==> src/sv/soq_pkg.sv <==
// ----------------------------------------------------------------------------
// seat occupancy qualifier package
// shared widths and phase codes for the qualifier and its checker
// ----------------------------------------------------------------------------
`default_nettype none

package soq_pkg;

   localparam int TIME_WIDTH    = 31;
   localparam int TIMEOUT_WIDTH = 31;
   localparam int PHASE_WIDTH   = 3;
   localparam int CMP_WIDTH     = (TIME_WIDTH > TIMEOUT_WIDTH) ? TIME_WIDTH : TIMEOUT_WIDTH;

   localparam logic [PHASE_WIDTH-1:0] PHASE_IDLE          = 3'd0;
   localparam logic [PHASE_WIDTH-1:0] PHASE_CONFIRM_SEAT  = 3'd1;
   localparam logic [PHASE_WIDTH-1:0] PHASE_STARTED       = 3'd2;
   localparam logic [PHASE_WIDTH-1:0] PHASE_SEATED        = 3'd3;
   localparam logic [PHASE_WIDTH-1:0] PHASE_CONFIRM_LEAVE = 3'd4;
   localparam logic [PHASE_WIDTH-1:0] PHASE_STOPPED       = 3'd5;

endpackage

`default_nettype wire

==> src/sv/seat_occupancy_qualifier_unit.sv <==
// ----------------------------------------------------------------------------
// seat occupancy qualifier unit
// timed debounce of a timestamped seat-occupied flag with start/stop stamps
// ----------------------------------------------------------------------------
// usage:
//   req_ channel: one sensor sample per beat (seat_occupied, timestamp).
//   rsp_ channel: one result per sample (phase_code, start_stamp, stop_stamp),
//   in sample order. Both channels move a beat when valid is high and stall
//   is low.
//   csr_ channel: confirm_timeout write, always ready; write it only while
//   no sample is in flight.
//   pipeline: two register stages, the sample register, then the result
//   register; a stalled receiver can hold a sample between them.
//   throughput: one sample per cycle while the receiver does not stall; the
//   phase machine and the single subtract-and-compare for expiry update once per sample.
//   reset: phase goes to idle, both stamps and the timeout clear, both
//   stages empty.
//   receiver stall: the result register holds; the sample register keeps
//   taking beats until it is also full, then req_stall rises.
// ----------------------------------------------------------------------------
`default_nettype none

module seat_occupancy_qualifier_unit (
   input  wire logic                                   clock,
   input  wire logic                                   reset,
   input  wire logic                                   req_valid,
   output      logic                                   req_stall,
   input  wire logic                                   req_seat_occupied,
   input  wire logic [soq_pkg::TIME_WIDTH-1:0]         req_timestamp,
   output      logic                                   rsp_valid,
   input  wire logic                                   rsp_stall,
   output      logic [soq_pkg::PHASE_WIDTH-1:0]        rsp_phase_code,
   output      logic [soq_pkg::TIME_WIDTH-1:0]         rsp_start_stamp,
   output      logic [soq_pkg::TIME_WIDTH-1:0]         rsp_stop_stamp,
   input  wire logic                                   csr_valid,
   output      logic                                   csr_ready,
   input  wire logic [soq_pkg::TIMEOUT_WIDTH-1:0]      csr_confirm_timeout
);

   typedef enum logic [soq_pkg::PHASE_WIDTH-1:0] {
      PH_IDLE          = soq_pkg::PHASE_IDLE,
      PH_CONFIRM_SEAT  = soq_pkg::PHASE_CONFIRM_SEAT,
      PH_STARTED       = soq_pkg::PHASE_STARTED,
      PH_SEATED        = soq_pkg::PHASE_SEATED,
      PH_CONFIRM_LEAVE = soq_pkg::PHASE_CONFIRM_LEAVE,
      PH_STOPPED       = soq_pkg::PHASE_STOPPED
   } phase_type;

   logic [soq_pkg::TIMEOUT_WIDTH-1:0] timeout_ff;

   logic                              in_valid_ff;
   logic                              in_occ_ff;
   logic [soq_pkg::TIME_WIDTH-1:0]    in_time_ff;

   phase_type                         phase_ff, phase_in;
   logic [soq_pkg::TIME_WIDTH-1:0]    started_ff, started_in;
   logic [soq_pkg::TIME_WIDTH-1:0]    stopped_ff, stopped_in;

   logic                              rsp_valid_ff;
   logic [soq_pkg::PHASE_WIDTH-1:0]   rsp_phase_ff;
   logic [soq_pkg::TIME_WIDTH-1:0]    rsp_start_ff;
   logic [soq_pkg::TIME_WIDTH-1:0]    rsp_stop_ff;

   logic                              out_free;
   logic                              fire;
   logic                              expired;
   logic [soq_pkg::TIME_WIDTH-1:0]    ref_time;
   logic [soq_pkg::TIME_WIDTH-1:0]    elapsed;

   assign csr_ready = 1'b1;

   assign out_free  = !rsp_valid_ff || !rsp_stall;
   assign req_stall = in_valid_ff && !out_free;
   assign fire      = in_valid_ff && out_free;

   // confirm seat measures from started_at, confirm leave from stopped_at
   assign ref_time = (phase_ff == PH_CONFIRM_SEAT) ? started_ff : stopped_ff;
   assign elapsed  = in_time_ff - ref_time;
   // time going backwards never expires
   assign expired  = (in_time_ff >= ref_time) &&
                     (soq_pkg::CMP_WIDTH'(elapsed) > soq_pkg::CMP_WIDTH'(timeout_ff));

   always_comb begin
      phase_in   = phase_ff;
      started_in = started_ff;
      stopped_in = stopped_ff;
      unique case (phase_ff)
         PH_IDLE: begin
            if (in_occ_ff) begin
               phase_in   = PH_CONFIRM_SEAT;
               started_in = in_time_ff;
               stopped_in = in_time_ff;
            end else begin
               started_in = '0;
               stopped_in = '0;
            end
         end
         PH_CONFIRM_SEAT: begin
            if (!in_occ_ff) begin
               phase_in   = PH_IDLE;
               started_in = '0;
            end else if (expired) begin
               phase_in   = PH_STARTED;
               started_in = in_time_ff;
            end
            stopped_in = in_time_ff;
         end
         PH_STARTED: begin
            phase_in = PH_SEATED;
         end
         PH_SEATED: begin
            if (!in_occ_ff) begin
               phase_in = PH_CONFIRM_LEAVE;
            end
            stopped_in = in_time_ff;
         end
         PH_CONFIRM_LEAVE: begin
            if (in_occ_ff) begin
               phase_in   = PH_SEATED;
               stopped_in = '0;
            end else if (expired) begin
               phase_in = PH_STOPPED;
            end
         end
         PH_STOPPED: begin
            phase_in = PH_IDLE;
         end
         default: begin
            phase_in = PH_IDLE;
         end
      endcase
   end

   always_ff @(posedge clock) begin
      if (reset) begin
         timeout_ff   <= '0;
         in_valid_ff  <= 1'b0;
         phase_ff     <= PH_IDLE;
         started_ff   <= '0;
         stopped_ff   <= '0;
         rsp_valid_ff <= 1'b0;
      end else begin
         if (csr_valid && csr_ready) begin
            timeout_ff <= csr_confirm_timeout;
         end
         if (!req_stall) begin
            in_valid_ff <= req_valid;
         end
         if (fire) begin
            phase_ff   <= phase_in;
            started_ff <= started_in;
            stopped_ff <= stopped_in;
         end
         if (out_free) begin
            rsp_valid_ff <= in_valid_ff;
         end
      end
   end

   // payload registers
   always_ff @(posedge clock) begin
      if (req_valid && !req_stall) begin
         in_occ_ff  <= req_seat_occupied;
         in_time_ff <= req_timestamp;
      end
      if (fire) begin
         rsp_phase_ff <= phase_in;
         rsp_start_ff <= started_in;
         rsp_stop_ff  <= stopped_in;
      end
   end

   assign rsp_valid       = rsp_valid_ff;
   assign rsp_phase_code  = rsp_phase_ff;
   assign rsp_start_stamp = rsp_start_ff;
   assign rsp_stop_stamp  = rsp_stop_ff;

endmodule

`default_nettype wire

==> config.mk <==
export PLATFORM = sky130hd
export DESIGN_NAME = seat_occupancy_qualifier_unit
export DESIGN_NICKNAME = d
export VERILOG_FILES = /design/src/sv/soq_pkg.sv /design/src/sv/seat_occupancy_qualifier_unit.sv
export SDC_FILE = /design/constraint.sdc
export NUM_CORES = 1
export LEC_CHECK = 0
export BUFFER_PORTS_ARGS = -buffer_cell sky130_fd_sc_hd__buf_2
export CAP_MARGIN = 10
export CORE_UTILIZATION = 62
export CTS_CLUSTER_DIAMETER = 100
export DETAILED_ROUTE_END_ITERATION = 10
export PLACE_DENSITY = 0.85
export SLEW_MARGIN = 20
export SYNTH_ARGS = -nofsm -noshare
export SYNTH_HDL_FRONTEND = slang
export SYNTH_SLANG_ARGS = --single-unit
==> constraint.sdc <==
create_clock -name clock -period 15.6 [get_ports clock]
set_clock_uncertainty 0.2 [all_clocks]
set_input_delay 2.34 -clock clock [delete_from_list [all_inputs] [get_ports clock]]
set_output_delay 2.34 -clock clock [all_outputs]
set_load 0.02 [all_outputs]
# Yosys cells after proc, flatten, opt, wreduce, memory -nomap -nowiden
# Index checks and enable logic that the tools add are counted.
dict set report classes {
  addsub 1
  magnitude_cmp 2
  eq_ne 4
  mux 14
  reduce_logical 11
}
# operator count
set op_table {}
lappend op_table {{$mux W31} 5}
lappend op_table {{$pmux W31 S3} 1}
lappend op_table {{$pmux W31 S2} 1}
lappend op_table {{$ge A31 B31 Y1} 1}
lappend op_table {{$gt A31 B31 Y1} 1}
lappend op_table {{$sub A31 B31 Y31} 1}
lappend op_table {{$mux W3} 6}
lappend op_table {{$pmux W3 S5} 1}
lappend op_table {{$eq A3 B2 Y1 const B} 2}
lappend op_table {{$logic_and A1 B1 Y1} 4}
lappend op_table {{$logic_not A1 Y1} 4}
lappend op_table {{$eq A3 B1 Y1 const B} 1}
lappend op_table {{$eq A3 B3 Y1 const B} 1}
lappend op_table {{$logic_not A3 Y1} 1}
lappend op_table {{$reduce_or A2 Y1} 1}
lappend op_table {{$logic_or A1 B1 Y1} 1}
dict set report totals {
  register_bits 195
  in_bits 68
  out_inout_bits 68
  wordCells 43
}

# Logic depth before layout (Yosys ltp)
# Gate-level depths: netlist of run 1.
dict set report logic_depth {
  depth_word 8
  mapped_depth 27
  depth_no_buf 25
}

# Worst setup path after synthesis of run 1
# Ideal clock, no wire load.
dict set report synth_timing {
  path_type {reg2reg}
  from {register phase_ff[0]}
  to {register rsp_start_ff, in the netlist rsp_start_stamp[1] (data pin)}
  setup_time_ns 0.256
  arrival_ns 5.931
  required_time_ns 15.144
  path_slack_ns 9.212
  stages_incl_launch_ff 26
  path_buffers 3
  period_less_slack_ns 6.388
  cell_sequence {dfxtp_1 -> buf_1 -> inv_1 -> nor3_1 -> clkbuf_1 -> mux2i_1 -> fa_1 -> a211oi_1 -> o21ai_0 -> a21o_1 -> and2_1 -> a21o_1 -> a31o_2 -> a21oi_1 -> xnor2_1 -> ha_1 -> a21o_1 -> a21o_1 -> a21o_1 -> a21o_1 -> a2111o_1 -> o22ai_2 -> nor3_4 -> o211a_1 -> buf_2 -> a22o_1}
}
dict set report synth_via {
  elab_chain_len 8
  elab_cells_between_ends 10
  classes_between {add/sub (1); order compare (2); eq/ne (1); mux (4); reduce/logical (2)}
}
# element line_no
set synth_lines {}
lappend synth_lines {{start: declaration} seat_occupancy_qualifier_unit.sv:55} ;# phase_type phase_ff, phase_in;
lappend synth_lines {{start signal: assignment} seat_occupancy_qualifier_unit.sv:150} ;# phase_ff <= phase_in;
lappend synth_lines {{$eq A3 B1 Y1} {seat_occupancy_qualifier_unit.sv:77, seat_occupancy_qualifier_unit.sv:87}}
lappend synth_lines {{$mux W31} seat_occupancy_qualifier_unit.sv:77} ;# assign ref_time = (phase_ff == PH_CONFIRM_SEAT) ? started_ff : stopped_ff;
lappend synth_lines {{$sub A31 B31 Y31} seat_occupancy_qualifier_unit.sv:78} ;# assign elapsed = in_time_ff - ref_time;
lappend synth_lines {{$gt A31 B31 Y1} seat_occupancy_qualifier_unit.sv:81} ;# (soq_pkg::CMP_WIDTH'(elapsed) > soq_pkg::CMP_WIDTH'(timeout_ff));
lappend synth_lines {{$logic_and A1 B1 Y1} seat_occupancy_qualifier_unit.sv:80} ;# assign expired = (in_time_ff >= ref_time) &&
lappend synth_lines {{$mux W31} seat_occupancy_qualifier_unit.sv:102} ;# end else if (expired) begin
lappend synth_lines {{$mux W31} seat_occupancy_qualifier_unit.sv:99} ;# if (!in_occ_ff) begin
lappend synth_lines {{$pmux W31 S2 (*)} seat_occupancy_qualifier_unit.sv:87} ;# unique case (phase_ff)
lappend synth_lines {{via started_in (one bit)} seat_occupancy_qualifier_unit.sv:56} ;# logic [soq_pkg::TIME_WIDTH-1:0] started_ff, started_in;
lappend synth_lines {{end signal: assignment} seat_occupancy_qualifier_unit.sv:168} ;# rsp_start_ff <= started_in;
lappend synth_lines {{end: declaration} seat_occupancy_qualifier_unit.sv:61} ;# logic [soq_pkg::TIME_WIDTH-1:0] rsp_start_ff;
# Mark *: on every way through the listed nets, which the timed path passes. The rest lies on a longest branch.
# A chain may end at the register's enable or synchronous reset.

# Worst setup path in the final report of run 1
dict set report layout_timing {
  from {register phase_ff[0]}
  to {register rsp_start_ff, in the netlist rsp_start_stamp[24] (data pin)}
}
# The elaborated chain is that of the path after synthesis.

==> results.tsv, run 1 <==
metric	value	unit
crit_path_max_incr_delay	0.64	ns
cpMaxStageDelayCell	dfxtp_1	
yosysTopAreaCell	edfxtp_1	
max_freq	130.7	MHz
fp.dieH	127.7	um
wl_per_cell	18.28	um
portBuffers	134	
fin_ws	7.947	ns
hold_viol_final	0	
ctsHoldBuffers	0	
antenna_found_initial	0	
synthArstFlopShare	0	
cts-buffers-inserted	17	
worstSetupPathType	reg -> reg	
whs_path_depth	2	
fin_tns_setup	0	ns
root_buffer	clkbuf_16	
worst_slew_pin_slew	1.031	ns
layout-drive-gt1-share	0.1886	
synth_nets	1006	
crit_chain	inv_1 > nor3_2 > buf_4 > mux2i_1 > ha_1 > nand3_1 > nor4_1 > a32o_1 > a21oi_1 > o21ai_0 > a211oi_1 > o31ai_1 > a21oi_1 > xnor2_1 > ha_1 > nand4_1 > nor2_1 > nand4_1 > or2_2 > a31oi_1 > o22ai_2 > o311ai_4 > nand2_2 > a22o_1	
yosys-top-cells-area	edfxtp_1 30%, dfxtp_1 20%, mux2i_1 9.8%	
period_needed	7.653	ns
rows	45	
worstRegToRegCells	24	
seq_area_frac_synth	0.4978	
dieWidth	127.7	um
p_leak	0.004627	uW
slew_viol_final	0	
worstPathRequired	15.58	ns
critPathLaunchType	register	
io_pins	136	
drc	0	
firstDrtPassIters	5	
ys.warnings.count	0	
crit_fanout	31	
dieArea	16300	sq um
grt_max_degree	70	
final_nets	1120	
drtIter0Drc	592	
core	15310	sq um
power.density	108.0	nW/um^2
end_kind	register	
grt_util_all_layers	0.2802	
final_util	0.7287	
antennaDiodeCount	0	
synthCells	875	
cts_max_path_buffers	2	
synth_top_area_frac	0.2975	
clock_latency	0.44	ns
syn-cell-area	9792	sq um
grt_pass1_wl	35.13	mm
dp_hpwl	14.94	mm
yosysMostFrequentCell	dfxtp_1	
post-route-period-util	0.4906	
ir_drop	0.00009979	V
reg2reg_from	phase_ff[0]	
min-delay-start	in_valid_ff	
place_ws	7.908	ns
post-cts-setup-buffer-count	0	
worst_ep_arrival_time	7.64	ns
ys_ff_latch	195	
avgSynthCellArea	11.19	sq um
synthTopCellsByCount	98 x dfxtp_1, 97 x edfxtp_1, 96 x mux2i_1, 96 x nor2_1, 93 x a22o_1	
vias_per_cell	6.058	
gp_congestion	0.8712	
relSlewSlack	0.3128	
vias	7348	
synth_edf_count	97	
outcome	finished, final reports clean	
grt_overflow	0	
final_antenna_net_count	0	
area_growth	13.97	%
synth.distinct_cells	62	
start_util	0.6394	
clk_pin_slew	0.07	ns
drt-total-wl	22.17	mm
cts_resized	0	
setup_viol	0	
rsz0062_at_grt	no	
ys.flop_type	dfxtp_1	
hold_class	reg -> reg	
grt_pass1_vias	7039	
cts_tree	built	
drv_cap	0	
cts_sinks	195	
crit_path_start	phase_ff[0]	
htreeDepth	4	
registers in the layout, indices dropped and copies added (netlist names):
| signal | cells |
|---|---|
| in_time_ff | 31 |
| rsp_start_stamp | 31 |
| rsp_stop_stamp | 31 |
| started_ff | 31 |
| stopped_ff | 31 |
| timeout_ff | 31 |
| phase_ff | 3 |
| rsp_phase_code | 3 |
| in_occ_ff | 1 |
| in_valid_ff | 1 |
| rsp_valid | 1 |
layout make-up:
type / count / area (sq um)
Sequential cell: 195 / 4875
Timing Repair Buffer: 139 / 728.2
Clock inverter: 11 / 88.84
Tap cell: 211 / 264.0
Clock buffer: 21 / 450.4
Multi-Input combinational cell: 588 / 4573
Fill cell: 1112 / 4155
Inverter: 48 / 180.2
power by group:
group	leakage, uW	total, uW	internal, uW	switching, uW
sequential	0.00174	583	566	17.6
combinational	0.00263	216	90.1	126
clock	0.000258	406	222	184
critical path, delay by kind of cell (launching register included):
kind            cells  cell delay (ns)
simple gates        8             2.54
xor+xnor            1             0.13
fa+ha+maj           2             0.73
mux                 1             0.15
compound gates     10             2.26
flops               1             0.64
buf+inv             2             0.72
layout by cell type, fill, tap and decap left out, types with 3 or more instances in the layout:
| cell type | instances |
|---|---|
| inv_1 | 48 |
| or3_1 | 3 |
| nor2_1 | 95 |
| clkinvlp_4 | 3 |
| o211ai_1 | 5 |
| clkbuf_1 | 3 |
| nor2b_1 | 8 |
| a211oi_1 | 5 |
| buf_4 | 4 |
| clkinv_2 | 4 |
| nand3_1 | 9 |
| dfxtp_1 | 98 |
| buf_2 | 134 |
| xnor2_1 | 16 |
| xor2_1 | 7 |
| ha_1 | 62 |
| o31ai_1 | 3 |
| mux2i_1 | 96 |
| o21ai_0 | 25 |
| nand4_1 | 12 |
| clkbuf_16 | 17 |
| edfxtp_1 | 97 |
| or2_2 | 4 |
| a21oi_1 | 36 |
| a21boi_0 | 3 |
| a31oi_1 | 5 |
| a21o_1 | 29 |
| nand2_1 | 23 |
| and3_1 | 4 |
| a22o_1 | 93 |
worst paths after layout:
path,end,slack (ns)
min reg2reg,rsp_valid,0.29
max,rsp_start_stamp[24],7.95
max reg2reg,rsp_start_stamp[24],7.95
min,rsp_valid,0.29
metrics by stage:
stage               cell area [sq um]  hold slack (ns)  power (uW)  instances
floorplan                        9792           0.2441       747.5        875
global placement                10590           0.2714       798.5       1180
detailed placement              10590           0.2793       805.5       1180
CTS                             11130           0.2954        1208       1212
global route                    11160           0.3225        1255       1213
finish                          11160           0.2910        1206       1213
cell families (layout without fill, tap and decap cells):
| family | count (synthesis) | in the layout | synth area share |
|---|---|---|---|
| DFF | 195 | 195 | 0.4978 |
| muxes | 97 | 97 | 0.09928 |
| xor gates and xnor gates | 23 | 23 | 0.02057 |
| buffers and inverters | 92 | 219 | 0.03948 |
| adders and majority gates | 63 | 63 | 0.08127 |
| and+or+nand+nor | 178 | 178 | 0.08587 |
| AOI/OAI and AO/OA | 226 | 226 | 0.1753 |
| other | 1 | 1 | 0.0003830 |
metal layers:
layer  GRT usage  vias to the layer above  wire [um]
met5           0                        -          0
met4      0.1536                        0        855
met3     0.05676                       57       1144
met2      0.4683                      273      10850
met1      0.3418                     3524       9325
li1            -                     3494          -
(Power assumes the default switching activity.)
==> run 2, diff against run 1 <==
--- a/config.mk
+++ b/config.mk
@@ -5,12 +5,13 @@
 export SDC_FILE = /design/constraint.sdc
 export NUM_CORES = 1
 export LEC_CHECK = 0
+export ABC_AREA = 1
 export BUFFER_PORTS_ARGS = -buffer_cell sky130_fd_sc_hd__buf_2
 export CAP_MARGIN = 10
-export CORE_UTILIZATION = 62
+export CORE_UTILIZATION = 59
 export CTS_CLUSTER_DIAMETER = 100
 export DETAILED_ROUTE_END_ITERATION = 10
-export PLACE_DENSITY = 0.85
+export PLACE_DENSITY = 0.81
 export SLEW_MARGIN = 20
 export SYNTH_ARGS = -nofsm -noshare
 export SYNTH_HDL_FRONTEND = slang
==> constraint.sdc (replaced) <==
create_clock -name clock -period 8 [get_ports clock]
set_clock_uncertainty 0.2 [all_clocks]
set_input_delay 1.2 -clock clock [delete_from_list [all_inputs] [get_ports clock]]
set_output_delay 1.2 -clock clock [all_outputs]
set_load 0.02 [all_outputs]
==> results.tsv, run 2 <==
metric	value	unit	change
outcome	finished with violations		
violations	DRC		
final_antenna_net_count	0		unchanged
crit_path_max_incr_delay	0.81	ns	+0.17 ns
layout_common_cells	261 x nand2_1, 238 x inv_1, 166 x a21oi_1		
yosys.area_share.xor_xnor	0.02347		+0.002901
grt_pass1_wl	44.72	mm	+27%
synth_compound_area_frac	0.1637		-0.01158
worst_ep_arrival_time	7.18	ns	-0.46 ns
drtIter0Drc	977		+65%
root_buffer	clkbuf_16		
avgSynthCellArea	7.830	sq um	-30%
crit_top_cell	nand2_1		
cts_max_path_buffers	2		unchanged
antenna_found_initial	0		unchanged
yosysTopAreaCell	edfxtp_1		
synth_top_family_by_area	simple AND/OR/NAND/NOR gates		
yosysMostFrequentCell	nand2_1		
core	17960	sq um	+17%
layout_commonest_cell	nand2_1		
grt_util_all_layers	0.3131		+0.03290
worstSetupPathType	reg -> reg		
place_area	11630	sq um	+9.8%
synthMuxAreaShare	0		-0.09928
synth_edf_count	97		unchanged
htreeDepth	4		unchanged
synth.distinct_cells	41		-34%
crit_fanout	35		+13%
synth_nets	1513		+50%
portBuffers	134		unchanged
start_util	0.6024		-0.03702
clk_pin_slew	0.08	ns	about the same
worstPathRequired	8.20	ns	-7.38 ns
clock_latency	0.45	ns	about the same
grt_pass1_vias	9126		+30%
hold_class	reg -> reg		
seq_area_frac_synth	0.4505		-0.04732
vias	9761		+33%
fp.dieH	137.4	um	+7.6%
vias_per_cell	5.652		-6.7%
reg2reg_from	phase_ff[0]		
area_growth	13.09	%	
ys.warnings.count	0		unchanged
end_kind	register		
firstDrtPassIters	8		+3
ir_drop	0.0002795	V	+180%
cts_sinks	195		unchanged
synth-adder-area-share	0.07354		-0.007725
final_util	0.6812		-0.04748
synth-simple-area-share	0.1813		+0.09545
reg2reg_slack	1.02	ns	-6.92 ns
synthTopCellsByCount	261 x nand2_1, 238 x inv_1, 167 x a21oi_1		
grt_max_degree	98		+40%
cpMaxStageDelayCell	o21ai_4		
setup_viol	0		unchanged
ys.flop_type	dfxtp_1		
final_nets	1616		+44%
hold_viol_final	0		unchanged
cts-buffers-inserted	17		unchanged
worst_r2r_endpoint	started_ff[17]		
rsz0062_at_grt	no		
drv_cap	0		unchanged
max_freq	143.4	MHz	+9.7%
ys_ff_latch	195		unchanged
post-cts-setup-buffer-count	0		unchanged
relSlewSlack	0.3321		+0.01927
slew_viol_final	0		unchanged
multiInputGateArea	4813	sq um	+5.3%
cts_tree	built		
min-delay-start	timeout_ff[10]		
gp_congestion	0.9729		+12%
dp_hpwl	20.25	mm	+36%
regArea	4875	sq um	unchanged
postLayoutCellArea	12240	sq um	+9.7%
n_fill_cell	1503		+35%
dieWidth	137.4	um	+7.6%
worst_slew_pin_slew	0.9996	ns	-0.03113 ns
ctsHoldBuffers	0		unchanged
syn-cell-area	10820	sq um	+11%
cts_resized	0		unchanged
antennaDiodeCount	0		unchanged
drc	2		+2
holdPathEnd	timeout_ff[10]		
worstRegToRegCells	31		+29%
power.density	241.5	nW/um^2	+120%
synthArstFlopShare	0		unchanged
wl_per_cell	16.70	um	-8.6%
grt_overflow	0		unchanged
synth_top_area_frac	0.2692		-0.02827
whs_path_depth	2		unchanged
drt-total-wl	28.84	mm	+30%
critPathLaunchType	register		
dieArea	18890	sq um	+16%
post-route-period-util	0.8720		+0.3814
period_needed	6.976	ns	-0.6769 ns
p_leak	0.005771	uW	+25%
io_pins	136		unchanged
rows	49		+8.9%
fin_tns_setup	0	ns	unchanged
synthCells	1382		+58%
layout-drive-gt1-share	0.1368		-0.05177
yosys-top-cells-area	edfxtp_1 27%, dfxtp_1 18%, nand2_1 9.1%		
-- run 2: metrics by stage --
stage | hold WS [ns] | power (uW) | cells | setup WS (ns)
global route | 0.2848 | 3112 | 1727 | 0.4203
finish | 0.2683 | 2955 | 1727 | 1.024
CTS | 0.2672 | 2947 | 1727 | 1.140
global placement | 0.2554 | 2048 | 1695 | 1.355
floorplan | 0.2347 | 1834 | 1382 | 3.070
detailed placement | 0.2566 | 2072 | 1695 | 1.157
-- run 2: metal layers --
layer  vias up  track usage  wire (um)
met3        89      0.04415       2099
li1       4773            -          -
met2       460       0.5179      13730
met1      4439       0.3930      11740
met4         0       0.1740       1279
met5         -            0          0
-- run 2: cell type report --
type,instances,share of cell area
flip-flops and latches,195,0.3984
multi-input cells,884,0.3934
inverters,244,0.07485
repair buffers,143,0.06033
clock buffers,17,0.03476
well taps,229,0.02342
clock inverters,15,0.01493
-- run 2: worst max path at each step --
stage,start,to,cells after the start
floorplan,phase_ff[2],rsp_phase_code[0],32
global placement,phase_ff[2],started_ff[27],30
detailed placement,phase_ff[2],started_ff[17],30
CTS,phase_ff[2],started_ff[17],30
global route,phase_ff[0],started_ff[21],31
finish,phase_ff[0],started_ff[17],31
-- run 2: cell families after synthesis --
group	count (synthesis)
DFF	195
AOI/OAI and AO/OA	334
other	1
and+or+nand+nor	457
xor gates and xnor gates	29
adders and majority gates	63
buffers and inverters	303
-- run 2: power breakdown --
part           total (uW)  switching, uW  internal [uW]
Sequential           1170           37.0           1130
Combinational         901            603            298
Clock                 885            434            452
-- run 2: critical path: cells and delay by family, from the launching register on --
kind | cells | cell delay [ns]
AOI/OAI and AO/OA | 5 | 1.79
adders and majority gates | 3 | 0.88
buffers and inverters | 4 | 0.29
xor gates and xnor gates | 1 | 0.16
and+or+nand+nor | 18 | 3.15
DFF | 1 | 0.44
==> run 3, diff against run 2 <==
--- a/config.mk
+++ b/config.mk
@@ -8,10 +8,11 @@
 export ABC_AREA = 1
 export BUFFER_PORTS_ARGS = -buffer_cell sky130_fd_sc_hd__buf_2
 export CAP_MARGIN = 10
-export CORE_UTILIZATION = 59
+export CORE_UTILIZATION = 61
+export CTS_BUF_LIST = sky130_fd_sc_hd__clkbuf_4
 export CTS_CLUSTER_DIAMETER = 100
 export DETAILED_ROUTE_END_ITERATION = 10
-export PLACE_DENSITY = 0.81
+export PLACE_DENSITY = 0.83
 export SLEW_MARGIN = 20
 export SYNTH_ARGS = -nofsm -noshare
 export SYNTH_HDL_FRONTEND = slang
==> constraint.sdc (replaced) <==
create_clock -name clock -period 8 [get_ports clock]
set_clock_uncertainty 0.2 [all_clocks]
set_input_delay 1.2 -clock clock [delete_from_list [all_inputs] [get_ports clock]]
set_output_delay 1.2 -clock clock [all_outputs]
set_load 0.05 [all_outputs]
==> results.tsv, run 3 (synthesis results as in run 2) <==
metric	value	unit	change
core	17300	sq um	-3.7%
power.density	224.5	nW/um^2	-7.0%
ctsHoldBuffers	0		unchanged
post-route-period-util	0.8704		-0.001611
p_total	2683	uW	-9.2%
fp.dieH	135.2	um	-1.6%
final_nets	1618		+0.12%
worstSetupPathType	reg -> reg		
htreeDepth	4		unchanged
root_buffer	clkbuf_4		
p_int	1626	uW	-14%
dp_hpwl	19.91	mm	-1.7%
rows	48		-2.0%
cts_resized	0		unchanged
critPathLaunchType	register		
end_kind	register		
crit_fanout	35		unchanged
grt_pass1_vias	9037		-0.98%
start_util	0.6256		+0.02322
grt_overflow	0		unchanged
fin_tns_setup	0	ns	unchanged
grt_pass1_wl	44.39	mm	-0.72%
rsz0062_at_grt	no		
antenna_found_initial	1		+1
hold_class	reg -> reg		
clk_pin_slew	0.16	ns	+0.08 ns
p_leak	0.005632	uW	-2.4%
cts_max_path_buffers	2		unchanged
drc	0		-2
portBuffers	134		unchanged
crit_top_cell	nand2_1		
whs	0.2780	ns	+0.009686 ns
layout_commonest_cell	nand2_1		
vias_per_cell	5.677		+0.45%
outcome	finished, final reports clean		
setup_viol	0		unchanged
cts_sinks	195		unchanged
drt-total-wl	28.31	mm	-1.9%
cts-buffers-inserted	17		unchanged
ir_drop	0.0001696	V	-39%
hold_viol_final	0		unchanged
cp_num_buf_inv	3		-1
area_growth	10.44	%	
worstPathRequired	8.37	ns	+0.17 ns
combPwrFrac	0.352		+0.047
grt_util_all_layers	0.3160		+0.002963
wl_per_cell	16.40	um	-1.8%
cpMaxStageDelayCell	o21ai_4		
layout-drive-gt1-share	0.1373		+0.0004842
n_fill_cell	1467		-2.4%
drtIter0Drc	1107		+13%
crit_path_max_incr_delay	0.80	ns	about the same
grt_max_degree	100		+2.0%
worst_slew_pin_slew	1.045	ns	+0.04562 ns
firstDrtPassIters	8		unchanged
post-cts-setup-buffer-count	0		unchanged
final_antenna_net_count	0		unchanged
power_frac_seq	0.436		+0.040
worst_ep_arrival_time	7.33	ns	+0.15 ns
dieWidth	135.2	um	-1.6%
clock_latency	0.62	ns	+0.17 ns
crit_family	simple AND/OR/NAND/NOR gates		
cts_tree	built		
drv_cap	0		unchanged
slew_viol_final	0		unchanged
io_pins	136		unchanged
vias	9799		+0.39%
dieArea	18280	sq um	-3.2%
period_needed	6.963	ns	-0.01289 ns
p_sw_frac	0.3939		+0.03055
gp_congestion	0.9282		-4.6%
layout_common_cells	261 x nand2_1, 238 x inv_1, 166 x a21oi_1		
p_sw	1057	uW	-1.6%
clkPwrFrac	0.212		-0.088
max_freq	143.6	MHz	+0.18%
relSlewSlack	0.3016		-0.03048
## run 3: changes by cell type in the layout (fill, tap and decap cells not counted), sizes merged
cell / change
buf: +2
bufinv: +1
clkinv: +2
clkinvlp: +4
diode: +1
inv: -7
## run 3: power by group through the flow
stage,clock [uW],combinational [uW],sequential [uW]
final,568,945,1170
after global routing,604,1050,1180
after CTS,570,934,1170
after detailed placement,0,927,1190
after global placement,0,907,1190
after floorplan,0,624,1260
## run 3: per-stage QoR
stage	cell area, sq um	util	setup slack [ns]	cells
floorplan	10820	-	3.070	1382
global placement	11630	0.6727	1.433	1693
finish	11950	0.6909	1.037	1726
global route	11950	0.6909	0.3574	1726
CTS	11940	0.6905	1.093	1725
detailed placement	11630	0.6727	1.147	1693
## run 3: routing by layer
layer	track usage	up-vias	wire length [um]	share of wire
li1	-	4788	-	-
met1	0.3950	4454	11460	0.40
met2	0.5339	465	13520	0.48
met3	0.04040	92	2083	0.074
met4	0.1667	0	1245	0.044
met5	0	-	0	0
## run 3: layout make-up
class | instances | area, sq um | area share
repair buffers | 145 | 757.0 | 0.06334
clock inverters | 15 | 181.4 | 0.01518
flip-flops and latches | 195 | 4875 | 0.4079
well taps | 225 | 281.5 | 0.02356
multi-input cells | 884 | 4808 | 0.4024
clock buffers | 17 | 127.6 | 0.01068
inverters | 244 | 917.1 | 0.07675
diodes | 1 | 2.502 | 0.0002094
## run 3: path summary, 6_finish.rpt
path	start	end	slack, ns	cells past startpoint
min	timeout_ff[8]	timeout_ff[8]	0.28	2
max	phase_ff[0]	started_ff[17]	1.04	30
min reg2reg	timeout_ff[8]	timeout_ff[8]	0.28	2
max reg2reg	phase_ff[0]	started_ff[17]	1.04	30
## run 3: worst min-delay path: stages (launching register included)
cell	delay [ns]
dfxtp_1	0.33
inv_1	0.07
a21oi_1	0.06
